## src/rtl/kcwf_pkg.sv

```systemverilog
package kcwf_pkg;

    localparam int LED_COLUMNS = 24;
    localparam int KEY_ROWS    = 8;
    localparam int KEY_COLUMNS = 32;

    localparam int COL_W    = $clog2(LED_COLUMNS);
    localparam int CNT_W    = $clog2(LED_COLUMNS + 1);
    localparam int KD_DEPTH = KEY_ROWS * KEY_COLUMNS;
    localparam int KD_W     = (KD_DEPTH > 1) ? $clog2(KD_DEPTH) : 1;

    // results of one new press: previous, sweep and next column
    localparam int PRESS_RESULTS = 3;

    localparam logic [7:0] CHAN_MAX = 8'hFF;

    typedef enum logic [1:0] {
        S_IDLE,
        S_KEY_CHK,
        S_RUN
    } t_state;

    typedef enum logic {
        CMD_KEY  = 1'b0,
        CMD_TICK = 1'b1
    } t_command;

    typedef struct packed {
        logic       command;
        logic [2:0] key_row;
        logic [4:0] key_col;
        logic       pressed;
        logic [6:0] rand_red;
        logic [6:0] rand_green;
        logic [6:0] rand_blue;
    } t_in_item;

    typedef struct packed {
        logic [5:0] led_column;
        logic [7:0] red;
        logic [7:0] green;
        logic [7:0] blue;
        logic       last;
    } t_out_item;

    typedef struct packed {
        logic             capture;
        logic             kd_write;
        logic             rd_issue;
        logic             adv;
        logic             tick;
        logic             out_last;
        logic             sweep_adv;
        logic [CNT_W-1:0] iss_idx;
    } t_ctl_cmd;

    typedef struct packed {
        logic in_tick;
        logic in_range;
        logic new_press;
        logic out_free;
    } t_dp_status;

    // floor(c * 99 / 100) equals c - ceil(c / 100)
    function automatic logic [7:0] decay(input logic [7:0] c);
        logic [1:0] d;
        if (c == 8'd0) begin
            d = 2'd0;
        end else if (c <= 8'd100) begin
            d = 2'd1;
        end else if (c <= 8'd200) begin
            d = 2'd2;
        end else begin
            d = 2'd3;
        end
        return c - {6'd0, d};
    endfunction

    function automatic logic [7:0] sat_add(input logic [7:0] c, input logic [6:0] b);
        logic [8:0] s;
        s = {1'b0, c} + {2'b00, b};
        return s[8] ? CHAN_MAX : s[7:0];
    endfunction

endpackage

```

## src/rtl/kcwf_if.sv

```systemverilog
interface kcwf_in_if;
    logic       valid;
    logic       ready;
    logic       command;
    logic [2:0] key_row;
    logic [4:0] key_col;
    logic       pressed;
    logic [6:0] rand_red;
    logic [6:0] rand_green;
    logic [6:0] rand_blue;

    modport source(output valid, command, key_row, key_col, pressed,
                   rand_red, rand_green, rand_blue, input ready);
    modport sink(input valid, command, key_row, key_col, pressed,
                 rand_red, rand_green, rand_blue, output ready);
endinterface

interface kcwf_out_if;
    logic       valid;
    logic       ready;
    logic [5:0] led_column;
    logic [7:0] red;
    logic [7:0] green;
    logic [7:0] blue;
    logic       last;

    modport source(output valid, led_column, red, green, blue, last, input ready);
    modport sink(input valid, led_column, red, green, blue, last, output ready);
endinterface

```

## src/rtl/kcwf_ctrl.sv

```systemverilog
module kcwf_ctrl (
    input  logic                 i_clk,
    input  logic                 i_rst_n,
    input  logic                 i_in_valid,
    output logic                 o_in_ready,
    input  kcwf_pkg::t_dp_status i_status,
    output kcwf_pkg::t_ctl_cmd   o_cmd
);

    kcwf_pkg::t_state               r_state, n_state;
    logic                           r_tick, n_tick;
    logic                           r_pend, n_pend;
    logic [kcwf_pkg::CNT_W-1:0]     r_iss, n_iss;
    logic [kcwf_pkg::CNT_W-1:0]     total;
    logic                           adv;
    logic                           issue;

    always_ff @(posedge i_clk) begin
        if (!i_rst_n) begin
            r_state <= kcwf_pkg::S_IDLE;
            r_tick  <= 1'b0;
            r_pend  <= 1'b0;
            r_iss   <= '0;
        end else begin
            r_state <= n_state;
            r_tick  <= n_tick;
            r_pend  <= n_pend;
            r_iss   <= n_iss;
        end
    end

    always_comb begin
        n_state    = r_state;
        n_tick     = r_tick;
        n_pend     = r_pend;
        n_iss      = r_iss;
        o_in_ready = 1'b0;
        o_cmd      = '0;
        total      = r_tick ? kcwf_pkg::CNT_W'(kcwf_pkg::LED_COLUMNS)
                            : kcwf_pkg::CNT_W'(kcwf_pkg::PRESS_RESULTS);
        adv        = 1'b0;
        issue      = 1'b0;
        case (r_state)
            kcwf_pkg::S_IDLE: begin
                o_in_ready = 1'b1;
                if (i_in_valid) begin
                    o_cmd.capture = 1'b1;
                    if (i_status.in_tick) begin
                        n_tick  = 1'b1;
                        n_iss   = '0;
                        n_pend  = 1'b0;
                        n_state = kcwf_pkg::S_RUN;
                    end else if (i_status.in_range) begin
                        n_state = kcwf_pkg::S_KEY_CHK;
                    end
                end
            end
            kcwf_pkg::S_KEY_CHK: begin
                o_cmd.kd_write = 1'b1;
                if (i_status.new_press) begin
                    n_tick  = 1'b0;
                    n_iss   = '0;
                    n_pend  = 1'b0;
                    n_state = kcwf_pkg::S_RUN;
                end else begin
                    n_state = kcwf_pkg::S_IDLE;
                end
            end
            kcwf_pkg::S_RUN: begin
                // read one column ahead while the previous one is written back
                adv   = r_pend && i_status.out_free;
                issue = (r_iss != total) && (!r_pend || adv);
                o_cmd.adv      = adv;
                o_cmd.rd_issue = issue;
                o_cmd.tick     = r_tick;
                o_cmd.iss_idx  = r_iss;
                o_cmd.out_last = (r_iss == total);
                if (issue) begin
                    n_iss  = r_iss + 1'b1;
                    n_pend = 1'b1;
                end else if (adv) begin
                    n_pend = 1'b0;
                end
                if (adv && (r_iss == total)) begin
                    o_cmd.sweep_adv = !r_tick;
                    n_state         = kcwf_pkg::S_IDLE;
                end
            end
            default: begin
                n_state = kcwf_pkg::S_IDLE;
            end
        endcase
    end

    a_iss_bound: assert property (@(posedge i_clk) disable iff (!i_rst_n)
        (r_state == kcwf_pkg::S_RUN) |-> (r_iss <= total))
        else $error("issue count beyond item length");

    a_idle_clean: assert property (@(posedge i_clk) disable iff (!i_rst_n)
        (r_state == kcwf_pkg::S_IDLE) |-> !r_pend)
        else $error("read still pending in idle");

    a_done_last: assert property (@(posedge i_clk) disable iff (!i_rst_n)
        ((r_state == kcwf_pkg::S_RUN) && adv && (r_iss == total))
        |=> (r_state == kcwf_pkg::S_IDLE))
        else $error("no return to idle after final transfer");

endmodule

```

## src/rtl/kcwf_dp.sv

```systemverilog
module kcwf_dp (
    input  logic                 i_clk,
    input  logic                 i_rst_n,
    input  kcwf_pkg::t_ctl_cmd   i_cmd,
    input  kcwf_pkg::t_in_item   i_item,
    input  logic                 i_out_ready,
    output kcwf_pkg::t_dp_status o_status,
    output logic                 o_out_valid,
    output kcwf_pkg::t_out_item  o_out
);

    // key pressed map
    logic                           r_kd_mem [kcwf_pkg::KD_DEPTH];
    logic [kcwf_pkg::KD_DEPTH-1:0]  r_kd_vld;
    logic [kcwf_pkg::KD_W-1:0]      kd_idx;
    logic [kcwf_pkg::KD_W-1:0]      r_kd_idx;
    logic                           r_kd_raw;
    logic                           r_kd_rvld;
    logic                           r_pressed;
    logic [6:0]                     r_boost_r, r_boost_g, r_boost_b;

    // column colors
    logic [23:0]                       r_col_mem [kcwf_pkg::LED_COLUMNS];
    logic [kcwf_pkg::LED_COLUMNS-1:0]  r_col_vld;
    logic [23:0]                       r_rd_raw;
    logic                              r_rd_vld;
    logic [kcwf_pkg::COL_W-1:0]        r_wr_col;
    logic [kcwf_pkg::COL_W-1:0]        rd_addr;
    logic [kcwf_pkg::COL_W-1:0]        r_sweep;
    logic [kcwf_pkg::COL_W-1:0]        sweep_prev, sweep_next;
    logic [23:0]                       old_color, new_color;

    logic                              r_out_vld;
    kcwf_pkg::t_out_item               r_out;

    assign kd_idx = kcwf_pkg::KD_W'(int'(i_item.key_row) * kcwf_pkg::KEY_COLUMNS
                                    + int'(i_item.key_col));

    assign sweep_prev = (r_sweep == '0) ? kcwf_pkg::COL_W'(kcwf_pkg::LED_COLUMNS - 1)
                                        : r_sweep - 1'b1;
    assign sweep_next = (r_sweep == kcwf_pkg::COL_W'(kcwf_pkg::LED_COLUMNS - 1))
                        ? '0 : r_sweep + 1'b1;

    always_comb begin
        if (i_cmd.tick) begin
            rd_addr = i_cmd.iss_idx[kcwf_pkg::COL_W-1:0];
        end else begin
            case (i_cmd.iss_idx[1:0])
                2'd0:    rd_addr = sweep_prev;
                2'd1:    rd_addr = r_sweep;
                default: rd_addr = sweep_next;
            endcase
        end
    end

    assign old_color = r_rd_vld ? r_rd_raw : '0;

    always_comb begin
        if (i_cmd.tick) begin
            new_color = {kcwf_pkg::decay(old_color[23:16]),
                         kcwf_pkg::decay(old_color[15:8]),
                         kcwf_pkg::decay(old_color[7:0])};
        end else begin
            new_color = {kcwf_pkg::sat_add(old_color[23:16], r_boost_r),
                         kcwf_pkg::sat_add(old_color[15:8], r_boost_g),
                         kcwf_pkg::sat_add(old_color[7:0], r_boost_b)};
        end
    end

    // key map: read at capture, written back in the following cycle
    always_ff @(posedge i_clk) begin
        if (i_cmd.capture) begin
            r_kd_raw  <= r_kd_mem[kd_idx];
            r_kd_rvld <= r_kd_vld[kd_idx];
            r_kd_idx  <= kd_idx;
            r_pressed <= i_item.pressed;
            r_boost_r <= i_item.rand_red;
            r_boost_g <= i_item.rand_green;
            r_boost_b <= i_item.rand_blue;
        end
        if (i_cmd.kd_write) begin
            r_kd_mem[r_kd_idx] <= r_pressed;
        end
    end

    // color memory: registered read, write-back of the previous column
    always_ff @(posedge i_clk) begin
        if (i_cmd.rd_issue) begin
            r_rd_raw <= r_col_mem[rd_addr];
            r_rd_vld <= r_col_vld[rd_addr];
            r_wr_col <= rd_addr;
        end
        if (i_cmd.adv) begin
            r_col_mem[r_wr_col] <= new_color;
        end
    end

    always_ff @(posedge i_clk) begin
        if (!i_rst_n) begin
            r_kd_vld  <= '0;
            r_col_vld <= '0;
            r_sweep   <= '0;
            r_out_vld <= 1'b0;
        end else begin
            if (i_cmd.kd_write) begin
                r_kd_vld[r_kd_idx] <= 1'b1;
            end
            if (i_cmd.adv) begin
                r_col_vld[r_wr_col] <= 1'b1;
            end
            if (i_cmd.sweep_adv) begin
                r_sweep <= sweep_next;
            end
            if (i_cmd.adv) begin
                r_out_vld <= 1'b1;
            end else if (i_out_ready) begin
                r_out_vld <= 1'b0;
            end
        end
    end

    always_ff @(posedge i_clk) begin
        if (i_cmd.adv) begin
            r_out.led_column <= 6'(r_wr_col);
            r_out.red        <= new_color[23:16];
            r_out.green      <= new_color[15:8];
            r_out.blue       <= new_color[7:0];
            r_out.last       <= i_cmd.out_last;
        end
    end

    assign o_status.in_tick   = (i_item.command == kcwf_pkg::CMD_TICK);
    assign o_status.in_range  = (int'(i_item.key_row) < kcwf_pkg::KEY_ROWS)
                             && (int'(i_item.key_col) < kcwf_pkg::KEY_COLUMNS);
    assign o_status.new_press = !(r_kd_rvld && r_kd_raw) && r_pressed;
    assign o_status.out_free  = !r_out_vld || i_out_ready;

    assign o_out_valid = r_out_vld;
    assign o_out       = r_out;

    a_adv_free: assert property (@(posedge i_clk) disable iff (!i_rst_n)
        i_cmd.adv |-> (!r_out_vld || i_out_ready))
        else $error("result overwrites an untaken result");

    a_sweep_range: assert property (@(posedge i_clk) disable iff (!i_rst_n)
        int'(r_sweep) < kcwf_pkg::LED_COLUMNS)
        else $error("sweep pointer out of range");

    a_no_rw_clash: assert property (@(posedge i_clk) disable iff (!i_rst_n)
        (i_cmd.adv && i_cmd.rd_issue) |-> (rd_addr != r_wr_col))
        else $error("read of the column being written back");

    a_wr_range: assert property (@(posedge i_clk) disable iff (!i_rst_n)
        i_cmd.adv |-> (int'(r_wr_col) < kcwf_pkg::LED_COLUMNS))
        else $error("color write beyond last column");

endmodule

```

## src/rtl/keypress_color_wipe_fader_top.sv

```systemverilog
// a new key press is checked in the key map, then its three columns (previous,
//   sweep, next) are read and written back, one column per cycle while the
//   receiver takes each result, and a tick does the same for all LED_COLUMNS
//   columns; an input item is taken only in idle, after the last one is done
// reset: synchronous, active low; all colors black, no key pressed, sweep at column 0
module keypress_color_wipe_fader_top (
    input  logic        i_clk,
    input  logic        i_rst_n,
    kcwf_in_if.sink     i_in,
    kcwf_out_if.source  o_out
);

    // command and status between the sequencer and the datapath
    kcwf_pkg::t_ctl_cmd   cmd;
    kcwf_pkg::t_dp_status status;
    kcwf_pkg::t_in_item   in_item;
    kcwf_pkg::t_out_item  out_item;
    logic                 out_valid;
    logic                 in_ready;

    // input payload gathered into one bundle
    assign in_item.command    = i_in.command;
    assign in_item.key_row    = i_in.key_row;
    assign in_item.key_col    = i_in.key_col;
    assign in_item.pressed    = i_in.pressed;
    assign in_item.rand_red   = i_in.rand_red;
    assign in_item.rand_green = i_in.rand_green;
    assign in_item.rand_blue  = i_in.rand_blue;
    assign i_in.ready         = in_ready;

    // sequencer: accepts an item, reads the key map, walks the columns
    kcwf_ctrl u_ctrl (
        .i_clk      (i_clk),
        .i_rst_n    (i_rst_n),
        .i_in_valid (i_in.valid),
        .o_in_ready (in_ready),
        .i_status   (status),
        .o_cmd      (cmd)
    );

    // datapath: key map, color memory, sweep pointer and output register
    kcwf_dp u_dp (
        .i_clk       (i_clk),
        .i_rst_n     (i_rst_n),
        .i_cmd       (cmd),
        .i_item      (in_item),
        .i_out_ready (o_out.ready),
        .o_status    (status),
        .o_out_valid (out_valid),
        .o_out       (out_item)
    );

    // result transfer
    assign o_out.valid      = out_valid;
    assign o_out.led_column = out_item.led_column;
    assign o_out.red        = out_item.red;
    assign o_out.green      = out_item.green;
    assign o_out.blue       = out_item.blue;
    assign o_out.last       = out_item.last;

endmodule

```

## src/flat_wrapper.sv

```systemverilog
// flat-port wrapper written by rule: the top's interface ports become plain ports
module keypress_color_wipe_fader_top_flat 
  (i_clk, i_rst_n, i_in_valid, i_in_command, i_in_key_row, i_in_key_col, i_in_pressed, i_in_rand_red, i_in_rand_green, i_in_rand_blue, i_in_ready, o_out_valid, o_out_led_column, o_out_red, o_out_green, o_out_blue, o_out_last, o_out_ready);
  kcwf_in_if i_in_i ();
  kcwf_out_if o_out_i ();
  input  logic i_clk;
  input  logic i_rst_n;
  input wire logic [$bits(i_in_i.valid)-1:0] i_in_valid;
  input wire logic [$bits(i_in_i.command)-1:0] i_in_command;
  input wire logic [$bits(i_in_i.key_row)-1:0] i_in_key_row;
  input wire logic [$bits(i_in_i.key_col)-1:0] i_in_key_col;
  input wire logic [$bits(i_in_i.pressed)-1:0] i_in_pressed;
  input wire logic [$bits(i_in_i.rand_red)-1:0] i_in_rand_red;
  input wire logic [$bits(i_in_i.rand_green)-1:0] i_in_rand_green;
  input wire logic [$bits(i_in_i.rand_blue)-1:0] i_in_rand_blue;
  output wire logic [$bits(i_in_i.ready)-1:0] i_in_ready;
  output wire logic [$bits(o_out_i.valid)-1:0] o_out_valid;
  output wire logic [$bits(o_out_i.led_column)-1:0] o_out_led_column;
  output wire logic [$bits(o_out_i.red)-1:0] o_out_red;
  output wire logic [$bits(o_out_i.green)-1:0] o_out_green;
  output wire logic [$bits(o_out_i.blue)-1:0] o_out_blue;
  output wire logic [$bits(o_out_i.last)-1:0] o_out_last;
  input wire logic [$bits(o_out_i.ready)-1:0] o_out_ready;
  assign i_in_i.valid = i_in_valid;
  assign i_in_i.command = i_in_command;
  assign i_in_i.key_row = i_in_key_row;
  assign i_in_i.key_col = i_in_key_col;
  assign i_in_i.pressed = i_in_pressed;
  assign i_in_i.rand_red = i_in_rand_red;
  assign i_in_i.rand_green = i_in_rand_green;
  assign i_in_i.rand_blue = i_in_rand_blue;
  assign i_in_ready = i_in_i.ready;
  assign o_out_valid = o_out_i.valid;
  assign o_out_led_column = o_out_i.led_column;
  assign o_out_red = o_out_i.red;
  assign o_out_green = o_out_i.green;
  assign o_out_blue = o_out_i.blue;
  assign o_out_last = o_out_i.last;
  assign o_out_i.ready = o_out_ready;
  keypress_color_wipe_fader_top u_core (.i_clk(i_clk), .i_rst_n(i_rst_n), .i_in(i_in_i), .o_out(o_out_i));
endmodule
```

## config.mk

```make
export PLATFORM = sky130hd
export DESIGN_NAME = keypress_color_wipe_fader_top_flat
export DESIGN_NICKNAME = d
export VERILOG_FILES = /design/src/rtl/kcwf_pkg.sv /design/src/rtl/kcwf_if.sv /design/src/rtl/kcwf_ctrl.sv /design/src/rtl/kcwf_dp.sv /design/src/rtl/keypress_color_wipe_fader_top.sv /design/src/flat_wrapper.sv
export SDC_FILE = /design/constraint.sdc
export NUM_CORES = 2
export LEC_CHECK = 0
export ABC_AREA = 1
export BUFFER_PORTS_ARGS = -buffer_cell sky130_fd_sc_hd__clkbuf_2
export CAP_MARGIN = 5
export CORE_AREA = 3 3 392 394
export CTS_CLUSTER_SIZE = 16
export DETAILED_ROUTE_END_ITERATION = 16
export DIE_AREA = 0 0 395 397
export GPL_TIMING_DRIVEN = 0
export HOLD_SLACK_MARGIN = 0.06
export PLACE_DENSITY_LB_ADDON = 0.3
export SYNTH_ARGS = -nofsm -noshare
export SYNTH_HDL_FRONTEND = slang
export SYNTH_SLANG_ARGS = --single-unit
```

## constraint.sdc

```tcl
create_clock -name i_clk -period 11 [get_ports i_clk]
set_input_delay 0.55 -clock i_clk [delete_from_list [all_inputs] [get_ports i_clk]]
set_output_delay 0.55 -clock i_clk [all_outputs]
set_load 0.02 [all_outputs]
```

# [Word level (Yosys, flattened, before mapping)]
# Memories as Yosys holds them, arrays and structs flattened. A register that Yosys moved wholly into a read port is not among the register bits.
# Cells that the tools add are included.
[word_totals] mem_bits_rw=832 memories=2 elab_cells=146 register_bits=362 inputBits=35 output_inout_bits=33
[op_classes] n_lt_le_gt_ge=12 muxes=61 reduce_logical=26 bitwise_logic=2 n_eq_ne=12 n_addsub=10
[memory_table] name="u_core.u_dp.r_col_mem" words=24 word_bits=24 rd=1 rd_clocked_by_memory_dff=1 wr=1 line_no="kcwf_dp.sv:23" source="logic [23:0] r_col_mem [kcwf_pkg::LED_COLUMNS];"
[memory_table] name="u_core.u_dp.r_kd_mem" words=256 word_bits=1 rd=1 rd_clocked_by_memory_dff=1 wr=1 line_no="kcwf_dp.sv:13" source="logic r_kd_mem [kcwf_pkg::KD_DEPTH];"
[op_table] op="256-bit OR" count=1
[op_table] op="24-bit 2-to-1 mux" count=2
[op_table] op="5-bit 2-to-1 mux" count=8
[op_table] op="8-bit by 7-bit adder with 9-bit output" count=3
[op_table] op="2-bit 2-to-1 mux" count=13
[op_table] op="1-bit 2-to-1 mux" count=25
[op_table] op="8-bit by 7-bit less-or-equal comparator with 1-bit output, second input constant" count=3
[op_table] op="8-bit less-or-equal comparator, second input constant" count=3
[op_table] op="8-bit logical NOT" count=3
[op_table] op="8-bit 2-to-1 mux" count=3
[op_table] op="24-bit OR" count=1
[op_table] op="8-bit by 2-bit subtractor with 8-bit output" count=3
[op_table] op="8-bit by 9-bit less-than comparator with 1-bit output, second input constant" count=2
[op_table] op="5-bit case mux with 3 select lines" count=1
[op_table] op="5-bit by 6-bit less-than comparator with 1-bit output, second input constant" count=2
[op_table] op="5-bit by 1-bit adder with 5-bit output, second input constant" count=2
[op_table] op="10-bit 2-to-1 mux" count=1
[op_table] op="5-bit case mux with 2 select lines" count=1
[op_table] op="5-bit AND reduction" count=2
[op_table] op="8-bit by 5-bit adder with 8-bit output" count=1
[op_table] op="1-bit binary-select mux with 8-bit select" count=1
[op_table] op="1-bit demux with 8-bit select" count=1
[op_table] op="8-bit by 1-bit greater-or-equal comparator with 1-bit output, second input constant" count=1
[op_table] op="2-bit != test, second input constant" count=4
[op_table] op="other kinds (23)" count=36

# [Logic depth before layout (Yosys ltp)]
[logic_depth] ltp_word=11 mapped_depth=20 mapped_depth_nobuf=18

# [Cells and area by module]
# Synthesis repeated with hierarchy kept, for this count alone.
[hier_totals] hier_cells=5594 hier_area_um2=53196.0
[modules_own_cells] module="kcwf_dp" area_each_um2=52542.9 cells_each=5488 n_inst=1 seq_area_each_um2=33472.1
[modules_own_cells] module="kcwf_ctrl" area_each_um2=653.1 cells_each=106 n_inst=1 seq_area_each_um2=180.2

# [Worst setup path before layout]
# No wires, ideal clock.
[synth_timing] path_type="reg2reg" start="register u_core.u_dp.r_pressed" end="register u_core.u_ctrl.r_iss[2] (netlist bit)" path_buffers=0 required_ns=10.886 period_less_slack_ns=4.354 path_stages_with_launch=12 path_slack_ns=6.646 arrival_ns=4.240 path_cell_list="edfxtp_1 nand2_1 nand2_1 o21ai_0 nor2_1 inv_1 nor2_1 nand2_1 inv_1 nand3_1 nand2_1 nor2_1"
[synth_via] elab_chain_cells=3
[synth_lines] item="from (decl)" line_no="kcwf_dp.sv:19" source="logic r_pressed;"
[synth_lines] item="from (signal assigned)" line_no="kcwf_dp.sv:76" source="r_pressed <= i_item.pressed;"
[synth_lines] item="1-bit logical AND" line_no="kcwf_dp.sv:135" source="assign o_status.new_press = !(r_kd_rvld && r_kd_raw) && r_pressed;"
[synth_lines] item="2-bit by 1-bit != test with 1-bit output (no line)"
[synth_lines] item="5-bit AND reduction (no line)"
[synth_lines] item="to (signal assigned)" line_no="kcwf_ctrl.sv:28" source="r_iss <= n_iss;"
[synth_lines] item="to (decl)" line_no="kcwf_ctrl.sv:13" source="logic [kcwf_pkg::CNT_W-1:0] r_iss, n_iss;"
# Every way passes these cells.
# A chain may end at the register's enable or synchronous reset.

# [Worst setup path in the final report]
[layout_timing] start="register u_core.u_dp.r_rd_vld" end="memory u_core.u_dp.r_col_mem[2][18], data pin"
[layout_via] elab_chain_cells=8
[layout_lines] item="from (decl)" line_no="kcwf_dp.sv:26" source="logic r_rd_vld;"
[layout_lines] item="from (signal assigned)" line_no="kcwf_dp.sv:90" source="r_rd_vld <= r_col_vld[rd_addr];"
[layout_lines] item="24-bit 2-to-1 mux (*)" line_no="kcwf_dp.sv:56" source="assign old_color = r_rd_vld ? r_rd_raw : '0;"
[layout_lines] item="8-bit less-or-equal comparator" line_no="kcwf_pkg.sv:71" source="end else if (c <= 8'd200) begin"
[layout_lines] item="1-bit 2-to-1 mux" line_no="kcwf_pkg.sv:71"
[layout_lines] item="2-bit 2-to-1 mux" line_no="kcwf_pkg.sv:69" source="end else if (c <= 8'd100) begin"
[layout_lines] item="2-bit 2-to-1 mux" line_no="kcwf_pkg.sv:67" source="if (c == 8'd0) begin"
[layout_lines] item="2-bit 2-to-1 mux" line_no="kcwf_dp.sv:59" source="if (i_cmd.tick) begin"
[layout_lines] item="8-bit by 2-bit subtractor with 8-bit output" line_no="kcwf_pkg.sv:76" source="return c - {6'd0, d};"
[layout_lines] item="24-bit 2-to-1 mux (*)" line_no="kcwf_dp.sv:59"
[layout_lines] item="net u_core.u_dp.new_color[18]" line_no="kcwf_dp.sv:31" source="logic [23:0] old_color, new_color;"
[layout_lines] item="to (decl)" line_no="kcwf_dp.sv:23"
# Mark *: on every way through the listed nets, which the timed path passes. The rest lies on a longest branch. The select of a mux whose other input is x is not followed.

==> results.json <==
{
  "yosysWarnings": 0,
  "yosysSeqAreaShare": 0.640,
  "htree_levels": 3,
  "crit_slowest_cell": "inv_1",
  "setup_viol": 0,
  "track_usage": 0.232,
  "drc": 0,
  "ctsLongestPathBuffers": 3,
  "finalPower_mw": 11.2,
  "cpMostUsedCell": "nand2_1",
  "cp.required_ns": 11.37,
  "grt_util_met1": 0.294,
  "ctsRootBufferMaster": "clkbuf_16",
  "dieHeight_um": 397,
  "yosys.area.top_type": "edfxtp_1",
  "power.leakage_nw": 22.8,
  "synth_edf_count": 924,
  "dieArea_sq_mm": 0.157,
  "drive_gt1_frac": 0.0767,
  "synthTopCellsByArea": "edfxtp_1, dfxtp_1, nor2_1",
  "cellPowerDensity_mw_per_mm2": 183,
  "dp_cells": 7598,
  "viasPerCell": 5.34,
  "finClkSkew_ns": 0.0356,
  "grt_pass1_vias": 40200,
  "synth_nets": 5535,
  "ir_worst_vdd_uv": 167,
  "synth_top_area_share": 0.528,
  "synth_flop_cell": "edfxtp_1",
  "grt_busiest_layer": "met2",
  "timing_hold_violations_final": 0,
  "use_met3": 0.0433,
  "status": "complete, no violations",
  "fin_crit_sh": 0.450,
  "async_flop_share": 0,
  "nets": 5796,
  "cts_tree": "yes",
  "rsz0062_at_grt": "false",
  "grt.overflow.total": 0,
  "worstPathCellList": "buf_2 > buf_1 > nand2_1 > inv_1 > ha_1 > inv_1 > fa_1 > nand3b_1 > nand3_1 > nand3_1 > o211ai_1 > nand2_1 > nand2_1 > nand2_1 > nand2_1 > o21ai_0 > inv_1",
  "cp-startpoint": "u_core.u_dp.r_rd_vld",
  "path_delay_family": "buffers and inverters",
  "cp-end-kind": "register",
  "crit_type": "register to register",
  "firstDrtPassIters": 8,
  "synth_seq_cells": 1219,
  "wl_per_cell_um": 23.8,
  "antenna_found_initial": 6,
  "synth.avg_cell_area_sq_um": 9.61,
  "cpPeakStageDelay_ns": 1.02,
  "synthToLayoutAreaGrowth_pct": 16.1,
  "slew_headroom": 0.0508,
  "cts.sinks": 1219,
  "cts_buffers": 121,
  "reg2reg_from": "u_core.u_dp.r_rd_vld",
  "cp_num_buf_inv": 5,
  "fmax_mhz": 202,
  "vias": 42000,
  "cp_max_fo": 25,
  "maxCapViolations": 0,
  "finalMaxSlewViolations": 0,
  "stdcell_count": 7861,
  "fin_crit_ns": 4.95,
  "hp-class": "input port to register",
  "setup_tns_ns": 0,
  "gp_congestion": 0.955,
  "grt_pass1_wl_um": 268000,
  "die_w_um": 395,
  "worstSkewPairLatency_ns": 0.76,
  "ant_nets": 0,
  "grt_max_degree": 31,
  "io_pins": 68,
  "port_buffers": 65,
  "drtIter0Drc": 5411,
  "syn_area_sq_mm": 0.0526,
  "cp-start-kind": "register",
  "hpwl_um": 128000,
  "synth_cell_type_count": 47,
  "arrival_ns": 5.32,
  "start_util": 0.350,
  "cts.reportedPaths.clkPinSlew_ns": 0.07,
  "holdCritStartpoint": "i_in_key_row[2]",
  "routed_wl_um": 187000,
  "synth_cells": 5474,
  "use_met2": 0.376,
  "fp.coreArea_sq_mm": 0.150,
  "rows": 142,
  "tightest_slew_ns": 1.42,
  "post_cts_resized": 0
}
[cell usage after synthesis (13+ instances only)]
cell type	n
a21oi_1	73
a31oi_1	13
buf_1	26
buf_2	72
clkbuf_1	202
dfxtp_1	295
edfxtp_1	924
ha_1	20
inv_1	525
nand2_1	643
nand3_1	695
nand3b_1	79
nand4_1	16
nor2_1	1263
o211ai_1	28
o21ai_0	337
o21ai_1	36
o22ai_1	108
xor2_1	14
[area by class of cell]
type / instances / area (sq um)
antenna: 4 / 10.0
fill: 14700 / 89100
inverter: 538 / 2020
buffer: 323 / 1430
tap: 2016 / 2520
clock buffer: 171 / 3370
clock inverter: 58 / 601
sequential: 1219 / 33700
multi-input combinational: 3394 / 15800
timing repair buffer: 138 / 1650
[cells by family after synthesis]
kind of cell	after synthesis	share of synthesized area
XOR/XNOR	20	0.00333
adder cells (fa/ha/maj)	26	0.00704
other	1	0.0000713
buffers and inverters	861	0.0656
AND/OR/NAND/NOR	2719	0.218
AO/OA/AOI/OAI	628	0.0659
flip-flops	1219	0.640
[layer usage]
metal / vias up / wire length [um]
li1: 18900 / -
met1: 20300 / 72700
met3: 508 / 17000
met2: 2305 / 85900
met4: 0 / 11300
met5: - / 0
[worst register-to-register path, stage by stage, from the launching register on]
cell      delay, ns
edfxtp_1       0.49
buf_2          0.34
buf_1          0.53
nand2_1        0.19
inv_1          0.12
ha_1           0.16
inv_1          0.05
fa_1           0.41
nand3b_1       0.20
nand3_1        0.11
nand3_1        0.08
o211ai_1       0.12
nand2_1        0.08
nand2_1        0.08
nand2_1        0.30
nand2_1        0.14
o21ai_0        0.09
inv_1          1.02
[sequential cells by signal (all words and copies together), names as in the netlist]
name and cells:
u_core.u_dp.r_boost_g 7, u_core.u_dp.r_kd_rvld 1, u_core.u_dp.o_out_valid 1, u_core.u_ctrl.r_state 2, u_core.u_dp.r_boost_b 7, u_core.u_dp.r_kd_vld 256
u_core.u_dp.r_sweep 5, u_core.u_dp.r_kd_mem 256, u_core.u_ctrl.r_pend 1, u_core.u_dp.o_out 30, u_core.u_dp.r_col_vld 24, u_core.u_dp.r_col_mem 576
u_core.u_dp.r_boost_r 7, u_core.u_ctrl.r_tick 1, u_core.u_dp.r_kd_idx 8, u_core.u_dp.r_wr_col 5, u_core.u_dp.r_kd_raw 1, u_core.u_dp.r_rd_vld 1
u_core.u_ctrl.r_iss 5, u_core.u_dp.r_pressed 1, u_core.u_dp.r_rd_raw 24
[stage by stage]
stage,utilization,hold WS (ns),setup slack [ns],cell area [sq um]
floorplan,-,0.431,6.65,52600
global placement,0.369,0.441,2.70,55400
detailed placement,0.378,0.452,6.10,56800
CTS,0.406,0.0789,6.08,61000
global route,0.407,0.105,5.77,61100
finish,0.407,0.115,6.05,61100
[report_power, final]
group | internal [mW] | switching [mW]
sequential | 5.22 | 0.0246
clock | 2.35 | 1.85
combinational | 0.458 | 1.27
[layout by cell type, fill, tap and decap left out, drive strengths merged, types with 8 or more instances in the layout]
master / netlist / layout
nor2: 1266 / 1266
edfxtp: 924 / 924
nand3: 696 / 696
nand2: 645 / 645
inv: 535 / 538
clkbuf: 202 / 438
o21ai: 377 / 377
dfxtp: 295 / 295
buf: 121 / 167
o22ai: 108 / 108
nand3b: 79 / 79
a21oi: 73 / 73
clkinv: 3 / 48
o211ai: 28 / 28
dlygate4sd3: 0 / 27
ha: 20 / 20
nand4: 16 / 16
xor2: 14 / 14
a31oi: 13 / 13
nor3: 12 / 12
bufinv: 0 / 9
o21a: 8 / 8
[timing repair]
action | CTS | global route
endpoints found under the hold margin | 27 | 0
hold buffers | 27 | 0
setup buffers | 0 | 0
[worst paths after layout]
| path | end | slack, ns | cells past startpoint |
|---|---|---|---|
| min | u_core.u_dp.r_kd_idx[7] | 0.11 | 1 |
| max reg2reg | u_core.u_dp.r_col_mem[2][18] | 6.05 | 17 |
| max | u_core.u_dp.r_col_mem[2][18] | 6.05 | 17 |
| min reg2reg | u_core.u_dp.r_kd_vld[49] | 0.46 | 2 |
Power figures use the tool's default switching activity.
